`src/hdl/vaos_pkg.sv`:
```
// Shared constants and types for the voice allocator with oldest-note stealing.
package vaos_pkg;

   // Default sizes handed to the top level
   localparam int VOICES_DEF    = 16;
   localparam int TIME_BITS_DEF = 32;

   // Fixed field widths of the stream payloads
   localparam int VOICE_W      = 5;
   localparam int NOTE_W       = 7;
   localparam int START_W      = 32;
   localparam int REQ_TDATA_W  = 48;
   localparam int RSP_TDATA_W  = 16;

   // Voice count register
   localparam logic [VOICE_W-1:0] COUNT_RESET = 5'd16;

   // Command codes carried in req_tuser
   localparam logic CMD_WRITE = 1'b0;
   localparam logic CMD_ALLOC = 1'b1;

   // Control from the top level into the scan sequencer
   typedef struct packed {
      logic start;   // allocate transfer accepted this cycle
      logic take;    // result moves into the output register this cycle
   } scan_ctl_type;

   // Result presented by the scan sequencer
   typedef struct packed {
      logic              valid;
      logic              stolen;
      logic [VOICE_W-1:0] voice;
      logic [NOTE_W-1:0]  note;
   } scan_res_type;

endpackage

```
`src/hdl/vaos_table.sv`:
```
// Voice table: note and start-time memories with reset-cleared valid bits.
module vaos_table #(
   parameter int VOICES = vaos_pkg::VOICES_DEF,
   parameter int IW     = 4,
   parameter int SW     = 32
) (
   input  logic                      clock,
   input  logic                      reset,
   // write port
   input  logic                      wr_en,
   input  logic [IW-1:0]             wr_idx,
   input  logic [vaos_pkg::NOTE_W-1:0] wr_note,
   input  logic [SW-1:0]             wr_time,
   // steal clear
   input  logic                      clr_en,
   input  logic [IW-1:0]             clr_idx,
   // registered read port
   input  logic [IW-1:0]             rd_idx,
   output logic [vaos_pkg::NOTE_W-1:0] rd_note,
   output logic [SW-1:0]             rd_time
);

   logic [vaos_pkg::NOTE_W-1:0] note_ff  [VOICES];
   logic [SW-1:0]               time_ff  [VOICES];
   logic [VOICES-1:0]           valid_ff;
   logic [vaos_pkg::NOTE_W-1:0] note_q_ff;
   logic                        valid_q_ff;

   // Write the memories
   always_ff @(posedge clock) begin
      if (wr_en) begin
         note_ff[wr_idx] <= wr_note;
         time_ff[wr_idx] <= wr_time;
      end
   end

   // Track written entries; a steal frees its voice by dropping the valid bit
   always_ff @(posedge clock) begin
      if (reset) begin
         valid_ff <= '0;
      end else begin
         if (clr_en) begin
            valid_ff[clr_idx] <= 1'b0;
         end
         if (wr_en) begin
            valid_ff[wr_idx] <= 1'b1;
         end
      end
   end

   // Registered read
   always_ff @(posedge clock) begin
      note_q_ff  <= note_ff[rd_idx];
      rd_time    <= time_ff[rd_idx];
      valid_q_ff <= valid_ff[rd_idx];
   end

   // An entry never written or stolen reads as a free voice
   assign rd_note = valid_q_ff ? note_q_ff : '0;

endmodule

```
`src/hdl/vaos_scan.sv`:
```
// Scan sequencer: walks the voices one per cycle through a shared start-time comparator.
module vaos_scan #(
   parameter int VW     = 5,
   parameter int IW     = 4,
   parameter int SW     = 32
) (
   input  logic                        clock,
   input  logic                        reset,
   input  vaos_pkg::scan_ctl_type      ctl,
   input  logic [VW-1:0]               count,
   output logic                        busy,
   output vaos_pkg::scan_res_type      res,
   // table read
   output logic [IW-1:0]               rd_idx,
   input  logic [vaos_pkg::NOTE_W-1:0] rd_note,
   input  logic [SW-1:0]               rd_time,
   // steal clear
   output logic                        clr_en,
   output logic [IW-1:0]               clr_idx
);

   localparam logic [1:0] ST_IDLE = 2'd0;
   localparam logic [1:0] ST_SCAN = 2'd1;
   localparam logic [1:0] ST_EMIT = 2'd2;

   localparam logic [VW-1:0] VOICE_ONE = VW'(1);

   logic [1:0]                  state_ff, state_in;
   logic                        dir_ff, dir_in;
   logic [VW-1:0]               v_ff, v_in;
   logic [VW-1:0]               left_ff, left_in;
   logic                        prime_ff, prime_in;
   logic                        pend_ff, pend_in;
   logic [VW-1:0]               pv_ff, pv_in;
   logic [VW-1:0]               best_v_ff, best_v_in;
   logic [SW-1:0]               best_t_ff, best_t_in;
   logic [vaos_pkg::NOTE_W-1:0] best_n_ff, best_n_in;
   logic                        stolen_ff, stolen_in;
   logic [VW-1:0]               gv_ff, gv_in;
   logic [vaos_pkg::NOTE_W-1:0] gn_ff, gn_in;
   logic [VW-1:0]               rd_voice;
   logic                        older;

   // Shared comparator: strictly earlier start than the current candidate
   assign older = rd_time < best_t_ff;

   // Read voice one while idle to prime the candidate, else the scan pointer
   assign rd_voice = (state_ff == ST_SCAN && left_ff != '0) ? v_ff : VOICE_ONE;
   assign rd_idx   = IW'(rd_voice - VOICE_ONE);

   // Sequencer
   always_comb begin
      state_in  = state_ff;
      dir_in    = dir_ff;
      v_in      = v_ff;
      left_in   = left_ff;
      prime_in  = 1'b0;
      pend_in   = 1'b0;
      pv_in     = pv_ff;
      best_v_in = best_v_ff;
      best_t_in = best_t_ff;
      best_n_in = best_n_ff;
      stolen_in = stolen_ff;
      gv_in     = gv_ff;
      gn_in     = gn_ff;
      unique case (state_ff)
         ST_IDLE: begin
            if (ctl.start) begin
               dir_in   = ~dir_ff;
               v_in     = dir_ff ? VOICE_ONE : count;
               left_in  = count;
               prime_in = 1'b1;
               state_in = ST_SCAN;
            end
         end
         ST_SCAN: begin
            // issue the next read
            if (left_ff != '0) begin
               pend_in = 1'b1;
               pv_in   = v_ff;
               v_in    = dir_ff ? (v_ff - VOICE_ONE) : (v_ff + VOICE_ONE);
               left_in = left_ff - VOICE_ONE;
            end
            // consume the data of the previous read
            priority if (prime_ff) begin
               best_v_in = VOICE_ONE;
               best_t_in = rd_time;
               best_n_in = rd_note;
            end else if (pend_ff) begin
               if (rd_note == '0) begin
                  stolen_in = 1'b0;
                  gv_in     = pv_ff;
                  gn_in     = '0;
                  pend_in   = 1'b0;
                  state_in  = ST_EMIT;
               end else if (older) begin
                  best_v_in = pv_ff;
                  best_t_in = rd_time;
                  best_n_in = rd_note;
               end
            end else if (left_ff == '0) begin
               // every voice busy: steal the oldest
               stolen_in = 1'b1;
               gv_in     = best_v_ff;
               gn_in     = best_n_ff;
               state_in  = ST_EMIT;
            end
         end
         ST_EMIT: begin
            if (ctl.take) begin
               state_in = ST_IDLE;
            end
         end
         default: begin
            state_in = ST_IDLE;
         end
      endcase
   end

   // Control registers
   always_ff @(posedge clock) begin
      if (reset) begin
         state_ff <= ST_IDLE;
         dir_ff   <= 1'b1;
         prime_ff <= 1'b0;
         pend_ff  <= 1'b0;
      end else begin
         state_ff <= state_in;
         dir_ff   <= dir_in;
         prime_ff <= prime_in;
         pend_ff  <= pend_in;
      end
   end

   // Datapath registers
   always_ff @(posedge clock) begin
      v_ff      <= v_in;
      left_ff   <= left_in;
      pv_ff     <= pv_in;
      best_v_ff <= best_v_in;
      best_t_ff <= best_t_in;
      best_n_ff <= best_n_in;
      stolen_ff <= stolen_in;
      gv_ff     <= gv_in;
      gn_ff     <= gn_in;
   end

   assign busy       = state_ff != ST_IDLE;
   assign res.valid  = state_ff == ST_EMIT;
   assign res.stolen = stolen_ff;
   assign res.voice  = vaos_pkg::VOICE_W'(gv_ff);
   assign res.note   = gn_ff;

   // Free the stolen voice as its result leaves
   assign clr_en  = ctl.take & stolen_ff;
   assign clr_idx = IW'(gv_ff - VOICE_ONE);

endmodule

```
`src/hdl/voice_allocator_oldest_steal_unit.sv`:
```
// Top level of the voice allocator with oldest-note stealing.
// A write transfer (req_tuser = 0) loads one voice's note and start time in the
// cycle it is accepted and gives no result. An allocate transfer (req_tuser = 1)
// flips the scan direction, then walks voices 1..N upward or downward (N = csr voice
// count, clamped to 1..VOICES) one per cycle through the single start-time comparator,
// taking a registered table read each cycle; it stops at the first free voice or, with
// none free, grants and frees the oldest. Alongside its first scan read it takes the
// read of voice 1 issued in the transfer cycle to prime the oldest candidate; after
// the scan reads it takes the last read, picks the oldest when none is free and hands
// the result off to the output register. req_tready is low all that time, and longer
// while the result waits for the output register to empty. The result sits in an
// output register, so a write transfer is still taken while it waits.
module voice_allocator_oldest_steal_unit #(
   parameter int VOICES    = vaos_pkg::VOICES_DEF,
   parameter int TIME_BITS = vaos_pkg::TIME_BITS_DEF
) (
   input  logic                              clock,
   input  logic                              reset,
   // request stream
   input  logic                              req_tvalid,
   output logic                              req_tready,
   // [4:0] voice_index, [11:5] note_value, [43:12] start_time, [47:44] zero
   input  logic [vaos_pkg::REQ_TDATA_W-1:0]  req_tdata,
   // [0] cmd
   input  logic                              req_tuser,
   // response stream
   output logic                              rsp_tvalid,
   input  logic                              rsp_tready,
   // [4:0] granted_voice, [11:5] stolen_note, [15:12] zero
   output logic [vaos_pkg::RSP_TDATA_W-1:0]  rsp_tdata,
   // [0] was_stolen
   output logic                              rsp_tuser,
   // voice count register
   input  logic                              csr_valid,
   output logic                              csr_ready,
   input  logic [vaos_pkg::VOICE_W-1:0]      csr_data
);

   localparam int VW = $clog2(VOICES + 1);
   localparam int IW = (VOICES > 1) ? $clog2(VOICES) : 1;
   localparam int SW = (TIME_BITS < vaos_pkg::START_W) ? TIME_BITS : vaos_pkg::START_W;

   logic [vaos_pkg::VOICE_W-1:0] count_ff, count_in;
   logic [VW-1:0]                eff_count;
   logic                         req_xfer;
   logic                         busy;
   vaos_pkg::scan_ctl_type       ctl;
   vaos_pkg::scan_res_type       res;
   logic [vaos_pkg::VOICE_W-1:0] wr_voice;
   logic                         wr_en;
   logic [IW-1:0]                rd_idx;
   logic [vaos_pkg::NOTE_W-1:0]  rd_note;
   logic [SW-1:0]                rd_time;
   logic                         clr_en;
   logic [IW-1:0]                clr_idx;
   logic                         rsp_tvalid_ff, rsp_tvalid_in;
   logic [vaos_pkg::VOICE_W-1:0] rsp_voice_ff, rsp_voice_in;
   logic [vaos_pkg::NOTE_W-1:0]  rsp_note_ff, rsp_note_in;
   logic                         rsp_stolen_ff, rsp_stolen_in;

   // Voice count register, always ready
   assign csr_ready = 1'b1;
   assign count_in  = csr_valid ? csr_data : count_ff;

   always_ff @(posedge clock) begin
      if (reset) begin
         count_ff <= vaos_pkg::COUNT_RESET;
      end else begin
         count_ff <= count_in;
      end
   end

   // Clamp the count to 1..VOICES
   always_comb begin
      priority if (count_ff == '0) begin
         eff_count = VW'(1);
      end else if (32'(count_ff) > VOICES) begin
         eff_count = VW'(VOICES);
      end else begin
         eff_count = VW'(count_ff);
      end
   end

   // Request transfer and decode
   assign req_tready = ~busy;
   assign req_xfer   = req_tvalid & req_tready;
   assign wr_voice   = req_tdata[4:0];
   assign wr_en      = req_xfer & (req_tuser == vaos_pkg::CMD_WRITE) & (wr_voice != '0)
                     & (32'(wr_voice) <= VOICES);

   assign ctl.start = req_xfer & (req_tuser == vaos_pkg::CMD_ALLOC);
   assign ctl.take  = res.valid & (~rsp_tvalid_ff | rsp_tready);

   vaos_table #(
      .VOICES (VOICES),
      .IW     (IW),
      .SW     (SW)
   ) u_table (
      .clock   (clock),
      .reset   (reset),
      .wr_en   (wr_en),
      .wr_idx  (IW'(wr_voice - 5'd1)),
      .wr_note (req_tdata[11:5]),
      .wr_time (SW'(req_tdata[43:12])),
      .clr_en  (clr_en),
      .clr_idx (clr_idx),
      .rd_idx  (rd_idx),
      .rd_note (rd_note),
      .rd_time (rd_time)
   );

   vaos_scan #(
      .VW     (VW),
      .IW     (IW),
      .SW     (SW)
   ) u_scan (
      .clock   (clock),
      .reset   (reset),
      .ctl     (ctl),
      .count   (eff_count),
      .busy    (busy),
      .res     (res),
      .rd_idx  (rd_idx),
      .rd_note (rd_note),
      .rd_time (rd_time),
      .clr_en  (clr_en),
      .clr_idx (clr_idx)
   );

   // Output register: load a result, hold it until the transfer
   always_comb begin
      rsp_tvalid_in = rsp_tvalid_ff & ~rsp_tready;
      rsp_voice_in  = rsp_voice_ff;
      rsp_note_in   = rsp_note_ff;
      rsp_stolen_in = rsp_stolen_ff;
      if (ctl.take) begin
         rsp_tvalid_in = 1'b1;
         rsp_voice_in  = res.voice;
         rsp_note_in   = res.note;
         rsp_stolen_in = res.stolen;
      end
   end

   always_ff @(posedge clock) begin
      if (reset) begin
         rsp_tvalid_ff <= 1'b0;
      end else begin
         rsp_tvalid_ff <= rsp_tvalid_in;
      end
   end

   always_ff @(posedge clock) begin
      rsp_voice_ff  <= rsp_voice_in;
      rsp_note_ff   <= rsp_note_in;
      rsp_stolen_ff <= rsp_stolen_in;
   end

   assign rsp_tvalid = rsp_tvalid_ff;
   assign rsp_tdata  = {4'd0, rsp_note_ff, rsp_voice_ff};
   assign rsp_tuser  = rsp_stolen_ff;

endmodule

```
`config.mk`:
```
export PLATFORM = sky130hd
export DESIGN_NAME = voice_allocator_oldest_steal_unit
export DESIGN_NICKNAME = d
export VERILOG_FILES = /design/src/hdl/vaos_pkg.sv /design/src/hdl/vaos_table.sv /design/src/hdl/vaos_scan.sv /design/src/hdl/voice_allocator_oldest_steal_unit.sv
export SDC_FILE = /design/constraint.sdc
export NUM_CORES = 1
export LEC_CHECK = 0
export ABC_AREA = 1
export BUFFER_PORTS_ARGS = -buffer_cell sky130_fd_sc_hd__buf_2
export CAP_MARGIN = 20
export CORE_ASPECT_RATIO = 1.4
export CORE_MARGIN = 2
export CORE_UTILIZATION = 55
export DETAILED_ROUTE_END_ITERATION = 12
export HOLD_SLACK_MARGIN = 0.1
export PLACE_DENSITY = 0.75
export SYNTH_ARGS = -nofsm -noshare
export SYNTH_HDL_FRONTEND = slang
export SYNTH_SLANG_ARGS = --single-unit
```
`constraint.sdc`:
```
create_clock -name clock -period 19.98 [get_ports clock]
set_clock_uncertainty 0.1 [all_clocks]
set_input_delay 4.995 -clock clock [delete_from_list [all_inputs] [get_ports clock]]
set_output_delay 4.995 -clock clock [all_outputs]
set_load 0.1 [all_outputs]
```
======== Word-level counts from Yosys, hierarchy flattened ========
Memories as Yosys holds them, arrays and structs flattened. A register that Yosys moved wholly into a read port is not among the register bits.
Cells that the tools add are included.
word-level totals
  input bits .............................. 59
  RAM bits ................................ 624
  bits in registers ....................... 113
  memories ................................ 2
  output and inout port bits .............. 20
memories
  memory           depth  bits a word  read ports  clocked after Yosys merged registers in  wr ports  line              RTL
  u_table.time_ff  16     32           1           1                                        1         vaos_table.sv:24  logic [SW-1:0] time_ff [VOICES];
  u_table.note_ff  16     7            1           1                                        1         vaos_table.sv:23  logic [vaos_pkg::NOTE_W-1:0] note_ff [VOICES];
operators by class
  mux-type cells .......................... 56
  equality and inequality tests ........... 10
  bitwise logic cells ..................... 20
  order comparisons ....................... 8
  reduce and logical (&&, ||, !) cells .... 22
  add/subtract/negate cells ............... 6
operators by type and width
  cell                                                                                 count
  32-bit two-way mux                                                                   4
  5-bit two-way mux                                                                    14
  7-bit two-way mux                                                                    8
  16-bit two-way mux                                                                   3
  32-bit less-than comparator                                                          1
  5-bit one-hot mux with 2 select lines                                                2
  16-bit bitwise AND                                                                   1
  16-bit inverter                                                                      1
  16-bit bitwise OR                                                                    1
  4-bit by 5-bit less-than comparator with 1-bit output, second input constant         3
  1-bit two-way mux                                                                    14
  2-bit two-way mux                                                                    6
  4-bit by 1-bit subtractor with 4-bit output, second input constant                   3
  5-bit zero test                                                                      2
  2-bit nonzero test                                                                   5
  5-bit nonzero test                                                                   2
  5-bit by 1-bit subtractor with 5-bit output, second input constant                   2
  1-bit bitwise AND                                                                    8
  1-bit demux with 4-bit select                                                        2
  4-bit by 1-bit greater-or-equal comparator with 1-bit output, second input constant  2
  2-bit inequality test, second input constant                                         4
  1-bit inverter                                                                       8
  4-bit AND reduction                                                                  2
  7-bit zero test                                                                      1
  other kinds (18)                                                                     23

======== Depth between registers and ports, before layout ========
Gate-level depths: netlist of the first run.
  word-level depth ........................ 11
  gate-level depth with buffers ........... 18
  mapped depth without buffers ............ 15

======== Cells and area by module ========
A second synthesis of the first run with hierarchy kept.
unflattened totals
  cells, all modules ...................... 3157
  area total of the unflattened synthesis .. 33103.0 um2
by module, submodules not included
  module                             cells each  area each (um2)  instances
  vaos_table                         2726        28489.8          1
  vaos_scan                          353         3819.9           1
  voice_allocator_oldest_steal_unit  78          793.3            1

======== Worst setup path after synthesis of the first run ========
No wires, ideal clock.
  kind .................................... input -> register
  start point ............................. input req_tdata[1] in the netlist's numbering
  end point ............................... memory u_table.note_ff[8][0] in the netlist's numbering (enable)
  required time ........................... 19346 ps
  setup time .............................. 534 ps
  data arrival time ....................... 9526 ps
  stages .................................. 7
  slack ................................... 9820 ps
  cell sequence ........................... inv_1 -> nand2_1 -> nor2_1 -> nand2_2 -> xor2_4 -> nand2_2 -> nor4_1
between the ends
  longest elaborated chain between the ends .. 5
  elaborated cells on any way between the ends .. 7
  classes of those cells .................. add/sub (1); order compare (1); mux (2); bitwise (2); reduce/logical (1)
ends and longest elaborated chain
  element                                                      line                                     RTL
  start: declaration                                           voice_allocator_oldest_steal_unit.sv:23  input logic [vaos_pkg::REQ_TDATA_W-1:0] req_tdata,
  branches (longest 5 deep; another with 5-bit <= comparator)  --
  end: declaration                                             vaos_table.sv:23
Parallel ways; which one is timed is not known.

======== Worst setup path after layout of the first run ========
  start point ............................. input req_tdata[0] in the netlist's numbering
  end point ............................... memory u_table.time_ff[2][26] (enable)
between the ends
  longest elaborated chain between the ends .. 5
  elaborated cells on any way between the ends .. 7
  classes of those cells .................. add/sub (1); order compare (1); mux (2); bitwise (2); reduce/logical (1)
ends and longest elaborated chain
  element                                                      line
  branches (longest 5 deep; another with 5-bit <= comparator)  --
  end: declaration                                             vaos_table.sv:24
Parallel ways; which one is timed is not known.

==> summary.log, run 1 <==
qor: status.outcome finished, final reports clean
qor: synthesis.yosysWarningCount 0
qor: critical_path.timing.critical_path.slowest_stage_cell buf_4
qor: cells_and_area.fillCellCount 4311
qor: min_path.timing.hold.worst_path_depth 0
qor: clock_network.cts_buffers 71
qor: floorplanning.die_width 210 um
qor: power_and_ir_drop.p_clk_share 38.8%
qor: placed_design.place_worst_setup_slack 12.21 ns
qor: floorplanning.fp-row-count 105
qor: synthesis.post-synth-top-count-cell edfxtp_1
qor: global_routing.vias_in_the_first_global_route 21100
qor: sta.slew_headroom 29.5%
qor: sta.worst_max_slew_pin_slew 1.06 ns
qor: route.first_pass_iters 6
qor: route.route.detailed.vias_per_inst 5.52
qor: synthesis.yosys-top-cells-count 709 x edfxtp_1, 654 x nand2_1, 556 x inv_1, 416 x nand3_1, 110 x a21oi_1
qor: synthesis.synth_top_family_by_area simple AND/OR/NAND/NOR gates
qor: clock_network.path_clk_slew 0.07 ns
qor: clock_network.cts_repair_resize_count 0
qor: critical_path.critPathKind in2reg
qor: sta.achievable-frequency 139 MHz
qor: critical_path.reg2reg_from u_scan.left_ff[0]$_DFFE_PP_
qor: critical_path.critPathBufInv 4
qor: critical_path.crit_path_cell_trace buf_2 > inv_2 > nand2_1 > nor2_1 > nand2_2 > xor2_4 > nand2_2 > inv_1 > nand2_1 > nor3_2 > buf_4
qor: clock_network.cts.hold.buffers_added 0
qor: power_and_ir_drop.part_of_the_power_in_registers 54.1%
qor: power_and_ir_drop.pwr_density_cell 94.0 nW/um^2
qor: route.drt_drc_violations_left 0
qor: global_routing.total_gr_overflow 0
qor: synthesis.synth.lib_cells_used.distinct 36
qor: route.route.vias.total 21100
qor: critical_path.critPathTopFamily buffers and inverters
qor: sta.fin_ws 12.80 ns
qor: route.wire_per_inst 19.1 um
qor: floorplanning.floorplan.initialDensity 55.5%
qor: synthesis.yosys.area.top_type_share 65.4%
qor: min_path.hold_end rsp_note_ff[5]$_DFFE_PP_
qor: critical_path.number_of_cells_on_the_worst_reg_to_reg_path 17
qor: placed_design.hpwlAfterDp 36.8 mm
qor: placed_design.gp_congestion 0.863
qor: clock_network.cts-root-buf clkbuf_16
qor: clock_network.clock_tree.htree_level_count 3
qor: global_routing.grt_max_degree 184
qor: global_routing.antenna_violations_before_repair 8
qor: placed_design.portBuffers 69
qor: critical_path.worst_ep_required_time 20.10 ns
qor: sta.setup-violations-final 0
qor: synthesis.yosys.area_share.adder 1.48%
qor: synthesis.synth-compound-area-share 4.76%
qor: floorplanning.top_level_ports 79
qor: min_path.hold_path_class reg2reg
qor: power_and_ir_drop.power_switching 762 uW
qor: synthesis.synth_area_per_cell 11.0 sq um
qor: power_and_ir_drop.power_report.internal_total 2.60 mW
qor: synthesis.synth.top_cells.by_area edfxtp_1 65%, nand2_1 7.5%, inv_1 6.4%
qor: min_path.hold_start u_scan.gn_ff[5]$_SDFFCE_PP0P_
qor: synthesis.synth-edff-count 709
qor: synthesis.syn_inst 2971
qor: critical_path.critical_path.max_stage_delay 0.66 ns
qor: power_and_ir_drop.logic_gate_share_of_total_power 7.1%
qor: critical_path.startpoint_type_of_the_worst_setup_path primary input
qor: route.final_antenna_net_count 0
qor: clock_network.tritoncts_clock_tree done
qor: sta.timing.final.crit_share 35.9%
qor: synthesis.synth-simple-area-share 15.3%
qor: sta.grt_setup_unrepaired false
qor: synthesis.seq_area_frac_synth 69.5%
qor: job.max-cap-violations 0
qor: critical_path.timing.critical_path.fanout_max 39
qor: clock_network.ctsLongestPathBuffers 3
qor: clock_network.cts_setup_buffers 0
qor: sta.finalHoldViolations 0
qor: route.dr.first_iter.drc_count 2316
qor: power_and_ir_drop.ir_worst_vdd 0.0000671 V
qor: critical_path.regToRegEndpoint u_table.rd_time[17]$_DFF_P_
qor: critical_path.r2r_setup_slack 14.72 ns
qor: synthesis.post_synth_instance_area 32500 sq um
qor: power_and_ir_drop.p_sw_share 22.7%
qor: synthesis.seq_cells_post_synth 776
qor: sta.report.final.slew_viol_count 0
qor: floorplanning.die_y 292 um
qor: power_and_ir_drop.p_leak 14.7 nW
qor: critical_path.end_kind flop
qor: floorplanning.die_area 61200 sq um
qor: global_routing.first_pass_grt_wire_length 113 mm
qor: clock_network.clkLatencyLatePin 0.61 ns
qor: route.route.final.wire_length 72.7 mm
qor: synthesis.synthXorXnorAreaFrac 0.273%
qor: synthesis.synthDominantAreaCellType edfxtp_1
qor: critical_path.cp_data_arrival_time 7.30 ns
qor: sta.totalNegativeSetupSlack 0 ns
qor: synthesis.asyncSetResetFlopFracSynth 0%
qor: global_routing.grtUsageTotal 24.1%
qor: cells_and_area.area_delta_synth_final 9.82%
qor: synthesis.synth_top_flop_cell edfxtp_1
qor: cells_and_area.layout-drive-gt1-share 7.68%
qor: floorplanning.core 58600 sq um
qor: cells_and_area.number_of_nets_at_the_end_of_the_flow 3101
qor: synthesis.yosys-mux-area-fraction 0%
qor: sta.period_needed 7.18 ns
qor: clock_network.tritoncts_num_sinks 776
worst max-delay path by stage:
stage	start	to	depth (start not counted)
finish	req_tdata[0]	u_table.time_ff[2][26]$_DFFE_PP_	11
floorplan	req_tdata[1]	u_table.note_ff[8][0]$_DFFE_PP_	7
global placement	req_tdata[0]	u_table.time_ff[2][19]$_DFFE_PP_	11
detailed placement	req_tdata[0]	u_table.time_ff[2][18]$_DFFE_PP_	11
CTS	req_tdata[0]	u_table.time_ff[2][22]$_DFFE_PP_	11
global route	req_tdata[0]	u_table.time_ff[2][22]$_DFFE_PP_	11
cell type report:
| type | instances | area (sq um) | share of cell area, % |
|---|---|---|---|
| multi-input combinational | 1492 | 7210 | 20.2 |
| clock inverter | 28 | 226 | 0.634 |
| tap | 749 | 937 | 2.62 |
| antenna | 4 | 10.0 | 0.0280 |
| sequential | 776 | 22600 | 63.3 |
| inverter | 561 | 2120 | 5.92 |
| timing repair buffer | 102 | 646 | 1.81 |
| clock buffer | 102 | 1970 | 5.50 |
worst reg2reg max path: stages, from the launching register on:
cell and delay, ns:
edfxtp_1 0.42, inv_1 0.13, ha_1 0.15, inv_1 0.03
nor2_1 0.10, nand2_2 0.15, nand2_8 0.61, inv_6 0.55
ha_4 0.56, inv_6 0.32, buf_16 0.34, buf_4 0.73
buf_16 0.31, a21oi_1 0.14, o21ai_0 0.13, nand3_1 0.12
nand3_1 0.11, nand2_1 0.11
logic make-up (layout without fill, tap and decap cells):
logic type,Yosys count,count (layout)
AND/OR/NAND/NOR,1160,1160
flip-flops,776,776
buffers and inverters,706,793
AO/OA/AOI/OAI,284,284
adder cells (fa/ha/maj),38,38
XOR/XNOR,5,5
other,2,9
state kept, by name (all words and copies together) (netlist names), 7 cells and up:
name / flops
u_table.note_ff: 112
u_table.time_ff: 512
u_scan.best_t_ff: 32
u_table.note_q_ff: 7
u_scan.best_n_ff: 7
u_table.rd_time: 32
rsp_note_ff: 7
u_table.valid_ff: 16
u_scan.gn_ff: 7
routing by layer:
metal,part of all wire (%),routed length [um],up-vias,GRT usage [%]
li1,-,-,9936,-
met5,0.059,43,-,0
met2,51,36900,887,42.5
met1,37,27000,10000,28.8
met3,7.9,5750,185,3.66
met4,4.2,3030,6,12.0
power by group through the flow:
stage          clock, mW  sequential [mW]  combinational (mW)
2_1_floorplan          0             1.85               0.155
3_3_place_gp           0             1.85               0.223
3_5_place_dp           0             1.85               0.233
4_1_cts             1.32             1.82               0.236
5_1_grt             1.38             1.82               0.265
6_report            1.30             1.82               0.237
layout by cell type, fill, tap and decap left out, types with 7 or more instances in the layout:
master       n
a21oi_1    110
buf_2       69
buf_4       30
clkbuf_1    26
clkbuf_16   73
clkinv_1     8
clkinv_2    11
dfxtp_1     67
edfxtp_1   709
ha_1        36
inv_1      546
inv_2       13
nand2_1    653
nand3_1    415
nand4_1     16
nor2_1      47
nor3_1       7
o211ai_1    43
o21ai_0    104
o21ai_1     16
metrics by stage:
step           cells  area, sq um  util, %  hold slack, ns  power (mW)
4_1_cts         3807        35700     60.9           0.316        3.37
3_3_place_gp    3677        33500     57.1           0.303        2.08
5_1_grt         3812        35700     61.0           0.326        3.47
2_1_floorplan   2974        32600        -           0.300        2.01
6_report        3814        35700     61.0           0.309        3.36
3_5_place_dp    3677        33500     57.1           0.305        2.09
No activity file was read; power rests on OpenSTA's default activity.
==> run 2: changes to the inputs <==
- ABC_AREA: 1 -> 0
- PLACE_DENSITY: 0.75 -> 0.78
- clock period: 19.98 -> 5.99 ns (I/O delays scaled with it)
==> summary.log, run 2 <==
qor: clock_network.cts_buffers 71 [unchanged]
qor: route.drt_drc_violations_left 0 [unchanged]
qor: critical_path.cp_data_arrival_time 4.22 ns [-3.08 ns]
qor: route.wire_per_inst 25.7 um [+35%]
qor: synthesis.seq_cells_post_synth 776 [unchanged]
qor: cells_and_area.most-common-layout-cells 709 x edfxtp_1, 160 x mux4_2, 81 x a22oi_1
qor: cells_and_area.flip_flop_count_of_the_largest_register_after_layout 512 [unchanged]
qor: critical_path.critPathKind in2reg
qor: min_path.hold_path_class reg2reg
qor: sta.slew_headroom 27.3% [-2.2 points]
qor: synthesis.yosys.area.top_type_share 72.4% [+7.0 points]
qor: cells_and_area.final_common_cell edfxtp_1
qor: synthesis.seq_area_frac_synth 76.9% [+7.4 points]
qor: global_routing.total_gr_overflow 0 [unchanged]
qor: clock_network.clock_tree.htree_level_count 3 [unchanged]
qor: clock_network.tritoncts_clock_tree done
qor: power_and_ir_drop.pwr_density_cell 334 nW/um^2 [+250%]
qor: clock_network.cts.hold.buffers_added 0 [unchanged]
qor: power_and_ir_drop.power_switching 2.29 mW [+200%]
qor: synthesis.post-synth-top-count-cell edfxtp_1
qor: power_and_ir_drop.power_report.internal_total 8.70 mW [+240%]
qor: sta.totalNegativeSetupSlack 0 ns [unchanged]
qor: critical_path.timing.critical_path.fanout_max 20 [-49%]
qor: synthesis.synth-edff-count 709 [unchanged]
qor: clock_network.tritoncts_num_sinks 776 [unchanged]
qor: power_and_ir_drop.power.total 11.0 mW [+230%]
qor: placed_design.portBuffers 69 [unchanged]
qor: global_routing.grt_util_met3 3.67% [+0.015 points]
qor: sta.finalHoldViolations 0 [unchanged]
qor: min_path.timing.hold.worst_path_depth 0 [unchanged]
qor: critical_path.timing.critical_path.slowest_stage_cell nor4b_1
qor: power_and_ir_drop.p_leak 10.9 nW [-26%]
qor: global_routing.antenna_violations_before_repair 4 [-4]
qor: placed_design.hpwlAfterDp 33.2 mm [-9.9%]
qor: power_and_ir_drop.ir_worst_vdd 0.000223 V [+230%]
qor: global_routing.first_pass_grt_wire_length 90.7 mm [-20%]
qor: floorplanning.die_area 55400 sq um [-9.5%]
qor: critical_path.crit_path_cell_trace buf_2 > or4b_2 > nor4b_1 > nand3_1 > inv_2 > buf_4
qor: route.route.vias.total 14500 [-31%]
qor: floorplanning.die_y 278 um [-4.9%]
qor: sta.worst_max_slew_pin_slew 1.07 ns [+0.0104 ns]
qor: clock_network.ctsLongestPathBuffers 3 [unchanged]
qor: sta.period_needed 4.06 ns
qor: cells_and_area.number_of_nets_at_the_end_of_the_flow 1668 [-46%]
qor: route.route.detailed.vias_per_inst 6.16 [+12%]
qor: power_and_ir_drop.logic_gate_share_of_total_power 5.1% [-2.0 points]
qor: synthesis.yosys-top-cells-count 709 x edfxtp_1, 160 x mux4_2, 81 x a22oi_1, 70 x nand2_1, 67 x dfxtp_1
qor: synthesis.synth_area_per_cell 20.2 sq um [+84%]
qor: power_and_ir_drop.p_sw_share 20.8% [-1.8 points]
qor: global_routing.grtUsageTotal 22.3% [-1.7 points]
qor: route.route.final.wire_length 60.2 mm [-17%]
qor: placed_design.gp_congestion 0.813 [-5.8%]
qor: synthesis.yosysWarningCount 0 [unchanged]
qor: synthesis.synthDominantAreaCellType edfxtp_1
qor: floorplanning.top_level_ports 79 [unchanged]
qor: sta.achievable-frequency 246 MHz
qor: cells_and_area.layout-drive-gt1-share 24.2% [+17 points]
qor: power_and_ir_drop.p_clk_share 40.0% [+1.2 points]
qor: sta.report.final.slew_viol_count 0 [unchanged]
qor: cells_and_area.finalCoreUtilization 62.1% [+1.2 points]
qor: critical_path.end_kind flop
qor: floorplanning.fp-row-count 100 [-4.8%]
qor: clock_network.cts-root-buf clkbuf_16
qor: synthesis.asyncSetResetFlopFracSynth 0% [unchanged]
qor: route.dr.first_iter.drc_count 1594 [-31%]
qor: clock_network.clkLatencyLatePin 0.61 ns [about the same]
qor: synthesis.syn_inst 1459 [-51%]
qor: route.final_antenna_net_count 0 [unchanged]
qor: global_routing.vias_in_the_first_global_route 15100 [-28%]
qor: synthesis.synth.lib_cells_used.distinct 49 [+36%]
qor: floorplanning.core 53100 sq um [-9.5%]
qor: floorplanning.die_width 199 um [-4.8%]
qor: route.first_pass_iters 7 [+1]
qor: sta.final.hold.worst_slack 0.319 ns [+0.0105 ns]
qor: global_routing.met2_usage 38.1% [-4.4 points]
qor: floorplanning.floorplan.initialDensity 55.5% [-0.091 points]
qor: global_routing.gr-usage-met1 28.4% [-0.41 points]
qor: status.outcome finished, final reports clean
qor: synthesis.post_synth_instance_area 29400 sq um [-9.6%]
qor: critical_path.number_of_cells_on_the_worst_reg_to_reg_path 12 [-5]
qor: sta.fin_ws 1.93 ns [-10.87 ns]
qor: placed_design.place_worst_setup_slack 1.46 ns [-10.75 ns]
qor: clock_network.cts_repair_resize_count 0 [unchanged]
qor: power_and_ir_drop.part_of_the_power_in_registers 54.9% [+0.8 points]
qor: cells_and_area.area_delta_synth_final 12.1%
qor: sta.grt_setup_unrepaired false
qor: synthesis.synth_top_flop_cell edfxtp_1
qor: global_routing.grt_busiest_layer met2
qor: critical_path.startpoint_type_of_the_worst_setup_path primary input
qor: sta.timing.final.crit_share 67.9%
qor: cells_and_area.biggestRegsByFlops u_table.time_ff x512, u_table.note_ff x112
qor: cells_and_area.largest-register u_table.time_ff
qor: job.max-cap-violations 0 [unchanged]
qor: synthesis.synth.top_cells.by_area edfxtp_1 72%, mux4_2 12%, dfxtp_1 4.6%
qor: global_routing.grt_max_degree 99 [-46%]
qor: critical_path.worst_ep_required_time 6.14 ns [-13.96 ns]
qor: sta.setup-violations-final 0 [unchanged]
qor: clock_network.path_clk_slew 0.06 ns [about the same]
qor: clock_network.cts_setup_buffers 0 [unchanged]
qor: critical_path.critical_path.max_stage_delay 0.71 ns [+0.05 ns]
run 2: cell count changes in the layout (fill, tap and decap cells not counted), sizes merged, moves of 80 or more:
| cell | delta |
|---|---|
| nand2 | -589 |
| a22oi | +80 |
| nand3 | -403 |
| inv | -499 |
| o21ai | -87 |
| mux4 | +160 |
run 2: critical path: cells and delay by family:
kind	cells	cell delay (ns)
simple gates	3	1.62
buf+inv	3	1.08
run 2: path summary, 6_finish.rpt:
check                                                   start                                to  slack, ns
worst max-delay path                                req_tuser  u_table.time_ff[6][13]$_DFFE_PP_       1.93
worst min-delay path            u_scan.gn_ff[1]$_SDFFCE_PP0P_          rsp_note_ff[1]$_DFFE_PP_       0.32
worst max register to register    u_scan.left_ff[0]$_DFFE_PP_       u_table.rd_time[14]$_DFF_P_       2.17
worst min register to register  u_scan.gn_ff[1]$_SDFFCE_PP0P_          rsp_note_ff[1]$_DFFE_PP_       0.32
run 2: power groups by stage:
stage | combinational, mW | clock (mW) | sequential (mW)
after floorplan | 0.367 | 0 | 6.14
after global placement | 0.536 | 0 | 6.15
after detailed placement | 0.560 | 0 | 6.15
after CTS | 0.569 | 4.45 | 6.04
after global routing | 0.617 | 4.64 | 6.04
final | 0.564 | 4.39 | 6.04
run 2: stage by stage:
stage / area [sq um] / instances
after floorplan: 29400 / 1462
after global placement: 30700 / 2211
after detailed placement: 30700 / 2211
after CTS: 32900 / 2341
after global routing: 33000 / 2343
final: 33000 / 2346
run 2: kinds of logic after synthesis:
| family | after synthesis | share of synthesized area [%] |
|---|---|---|
| xor gates and xnor gates | 7 | 0.208 |
| buffers and inverters | 126 | 1.84 |
| adders and majority gates | 38 | 1.64 |
| other | 2 | 0.0255 |
| muxes | 173 | 12.7 |
| and+or+nand+nor | 168 | 2.84 |
| AOI/OAI and AO/OA | 169 | 3.80 |
| DFF | 776 | 76.9 |
run 2: area by class of cell:
cell class / count / area, sq um
inverter: 61 / 229
clock buffer: 95 / 1930
tap: 714 / 893
fill: 3539 / 20100
antenna: 4 / 10.0
clock inverter: 35 / 312
timing repair buffer: 101 / 631
multi-input combinational: 560 / 6330
sequential: 776 / 22600
run 2: metal layers:
metal | routed length (um) | vias up | share of wire (%)
li1 | - | 6133 | -
met1 | 22600 | 7529 | 38
met2 | 31500 | 638 | 52
met3 | 3920 | 152 | 6.5
met4 | 2190 | 4 | 3.6
met5 | 23 | - | 0.038
==> run 3: changes to the inputs <==
- PLACE_DENSITY: 0.78 -> 0.76
- clock period: 5.99 -> 4.1 ns (I/O delays scaled with it)
==> summary.log, run 3 (same netlist as run 2, synthesis figures left out) <==
qor: global_routing.grtUsageTotal 22.7% [+0.33 points]
qor: cells_and_area.area_delta_synth_final 14.7%
qor: min_path.hold_path_class reg2reg
qor: cells_and_area.largest-register u_table.time_ff
qor: sta.period_needed 3.48 ns
qor: clock_network.tritoncts_clock_tree done
qor: sta.report.final.slew_viol_count 0 [unchanged]
qor: critical_path.critPathBufInv 3 [unchanged]
qor: global_routing.antenna_violations_before_repair 4 [unchanged]
qor: critical_path.startpoint_type_of_the_worst_setup_path flop
qor: critical_path.timing.critical_path.fanout_max 50 [+150%]
qor: power_and_ir_drop.p_leak 11.2 nW [+2.8%]
qor: route.route.final.wire_length 60.8 mm [+0.93%]
qor: status.outcome finished, final reports clean
qor: cells_and_area.biggestRegsByFlops u_table.time_ff x512, u_table.note_ff x112
qor: critical_path.crit_path_cell_trace inv_1 > ha_1 > nor4b_4 > nand2b_1 > inv_1 > nand2_1 > ha_4 > buf_12 > mux4_2 > a22oi_1 > nand2_1
qor: power_and_ir_drop.part_of_the_power_in_registers 52.8% [-2.1 points]
qor: global_routing.first_pass_grt_wire_length 91.3 mm [+0.64%]
qor: critical_path.reg2reg_from u_scan.left_ff[0]$_DFFE_PP_
qor: critical_path.critPathTopFamily simple AND/OR/NAND/NOR gates
qor: floorplanning.core 53100 sq um [unchanged]
qor: clock_network.tritoncts_num_sinks 776 [unchanged]
qor: route.first_pass_iters 5 [-2]
qor: floorplanning.fp-row-count 100 [unchanged]
qor: route.drt_drc_violations_left 0 [unchanged]
qor: clock_network.cts_repair_resize_count 0 [unchanged]
qor: critical_path.worstSetupEndpoint u_table.rd_time[16]$_DFF_P_
qor: global_routing.vias_in_the_first_global_route 15100 [+0.23%]
qor: job.max-cap-violations 0 [unchanged]
qor: floorplanning.die_y 278 um [unchanged]
qor: floorplanning.floorplan.initialDensity 55.5% [unchanged]
qor: clock_network.ctsLongestPathBuffers 3 [unchanged]
qor: critical_path.regToRegEndpoint u_table.rd_time[16]$_DFF_P_
qor: critical_path.critical_path.startpoint u_scan.left_ff[0]$_DFFE_PP_
qor: floorplanning.die_area 55400 sq um [unchanged]
qor: power_and_ir_drop.pwr_density_cell 495 nW/um^2 [+48%]
qor: clock_network.cts_setup_buffers 0 [unchanged]
qor: sta.timing.final.crit_share 84.9%
qor: critical_path.end_kind flop
qor: cells_and_area.flip_flop_count_of_the_largest_register_after_layout 512 [unchanged]
qor: global_routing.total_gr_overflow 0 [unchanged]
qor: cells_and_area.fillCellCount 3534 [-0.14%]
qor: clock_network.path_clk_slew 0.06 ns [about the same]
qor: route.dr.first_iter.drc_count 1273 [-20%]
qor: sta.final.hold.worst_slack 0.321 ns [+0.00206 ns]
qor: placed_design.hpwlAfterDp 34.1 mm [+2.7%]
qor: route.route.detailed.vias_per_inst 6.09 [-1.2%]
qor: cells_and_area.finalCoreUtilization 63.6% [+1.5 points]
qor: placed_design.gp_congestion 0.820 [+0.82%]
qor: power_and_ir_drop.power_report.internal_total 13.3 mW [+53%]
qor: critical_path.worst_ep_required_time 4.50 ns [-1.64 ns]
qor: power_and_ir_drop.power_switching 3.41 mW [+49%]
qor: clock_network.cts-root-buf clkbuf_16
qor: min_path.timing.hold.worst_path_depth 0 [unchanged]
qor: route.route.vias.total 14400 [-0.44%]
qor: critical_path.cp_data_arrival_time 3.88 ns [-0.34 ns]
qor: floorplanning.die_width 199 um [unchanged]
qor: global_routing.grt_max_degree 67 [-32%]
qor: sta.grt_setup_unrepaired false
qor: sta.totalNegativeSetupSlack 0 ns [unchanged]
qor: clock_network.clkLatencyLatePin 0.63 ns [+0.02 ns]
qor: sta.finalHoldViolations 0 [unchanged]
qor: critical_path.critPathKind reg2reg
qor: power_and_ir_drop.ir_worst_vdd 0.000437 V [+96%]
qor: floorplanning.top_level_ports 79 [unchanged]
qor: cells_and_area.number_of_nets_at_the_end_of_the_flow 1687 [+1.1%]
qor: power_and_ir_drop.logic_gate_share_of_total_power 5.1% [about the same]
qor: route.wire_per_inst 25.7 um [+0.20%]
qor: critical_path.stages_on_worst_setup_path 11 [+5]
qor: route.final_antenna_net_count 0 [unchanged]
qor: cells_and_area.final_common_cell edfxtp_1
qor: placed_design.portBuffers 69 [unchanged]
qor: sta.setup-violations-final 0 [unchanged]
qor: cells_and_area.layout-drive-gt1-share 25.6% [+1.4 points]
qor: critical_path.timing.critical_path.slowest_stage_cell nor4b_4
qor: critical_path.number_of_cells_on_the_worst_reg_to_reg_path 11 [-1]
qor: power_and_ir_drop.p_sw_share 20.4% [-0.42 points]
qor: clock_network.cts_buffers 72 [+1.4%]
qor: sta.worst_max_slew_pin_slew 0.833 ns [-0.235 ns]
qor: power_and_ir_drop.power.total 16.7 mW [+52%]
qor: critical_path.critical_path.max_stage_delay 0.43 ns [-0.28 ns]
qor: clock_network.cts.hold.buffers_added 0 [unchanged]
qor: clock_network.clock_tree.htree_level_count 3 [unchanged]
qor: critical_path.r2r_setup_slack 0.62 ns [-1.55 ns]
qor: cells_and_area.most-common-layout-cells 709 x edfxtp_1, 160 x mux4_2, 81 x a22oi_1
qor: sta.achievable-frequency 287 MHz
qor: power_and_ir_drop.p_clk_share 42.2% [+2.2 points]
qor: sta.slew_headroom 44.1% [+17 points]
-- run 3: worst register-to-register path, cell delays in order, from the launching register on --
cell and delay, ns:
edfxtp_1 0.41, inv_1 0.10, ha_1 0.16, nor4b_4 0.43, nand2b_1 0.32, inv_1 0.19
nand2_1 0.15, ha_4 0.40, buf_12 0.36, mux4_2 0.39, a22oi_1 0.29, nand2_1 0.08
-- run 3: per-stage QoR --
step	cells	setup WS [ns]	cell area (sq um)
6_report	2363	0.619	33700
5_1_grt	2363	0.346	33700
4_1_cts	2360	0.583	33700
3_5_place_dp	2229	0.526	31200
3_3_place_gp	2229	0.476	31200
2_1_floorplan	1462	0.524	29400
-- run 3: worst min-delay path by stage --
stage	endpoint	startpoint	slack, ns
2_1_floorplan	u_scan.best_t_ff[0]$_DFFE_PP_	u_table.rd_time[0]$_DFF_P_	0.30
6_report	rsp_note_ff[4]$_DFFE_PP_	u_scan.gn_ff[4]$_SDFFCE_PP0P_	0.32
5_1_grt	rsp_note_ff[3]$_DFFE_PP_	u_scan.gn_ff[3]$_SDFFCE_PP0P_	0.33
3_5_place_dp	rsp_note_ff[3]$_DFFE_PP_	u_scan.gn_ff[3]$_SDFFCE_PP0P_	0.31
4_1_cts	rsp_note_ff[3]$_DFFE_PP_	u_scan.gn_ff[3]$_SDFFCE_PP0P_	0.32
3_3_place_gp	rsp_note_ff[1]$_DFFE_PP_	u_scan.gn_ff[1]$_SDFFCE_PP0P_	0.30
-- run 3: cell type report --
class	instances	area (sq um)	share of cell area, %
inverters	61	229	0.679
multi-input cells	560	6330	18.8
diodes	2	5.00	0.0148
clock buffers	96	2040	6.04
clock inverters	35	479	1.42
well taps	714	893	2.65
repair buffers	119	1130	3.36
flip-flops and latches	776	22600	67.1
-- run 3: power groups by stage --
stage / sequential [mW] / clock (mW) / combinational (mW)
after global routing: 8.82 / 7.43 / 0.920
final: 8.82 / 7.04 / 0.844
after global placement: 8.98 / 0 / 0.811
after detailed placement: 8.99 / 0 / 0.838
after floorplan: 8.97 / 0 / 0.538
after CTS: 8.82 / 7.15 / 0.850
-- run 3: layer usage --
| layer | part of all wire [%] | GRT usage (%) |
|---|---|---|
| met1 | 38 | 29.0 |
| met2 | 53 | 38.8 |
| met3 | 6.2 | 3.42 |
| met4 | 3.0 | 9.61 |
| met5 | 0.048 | 0 |
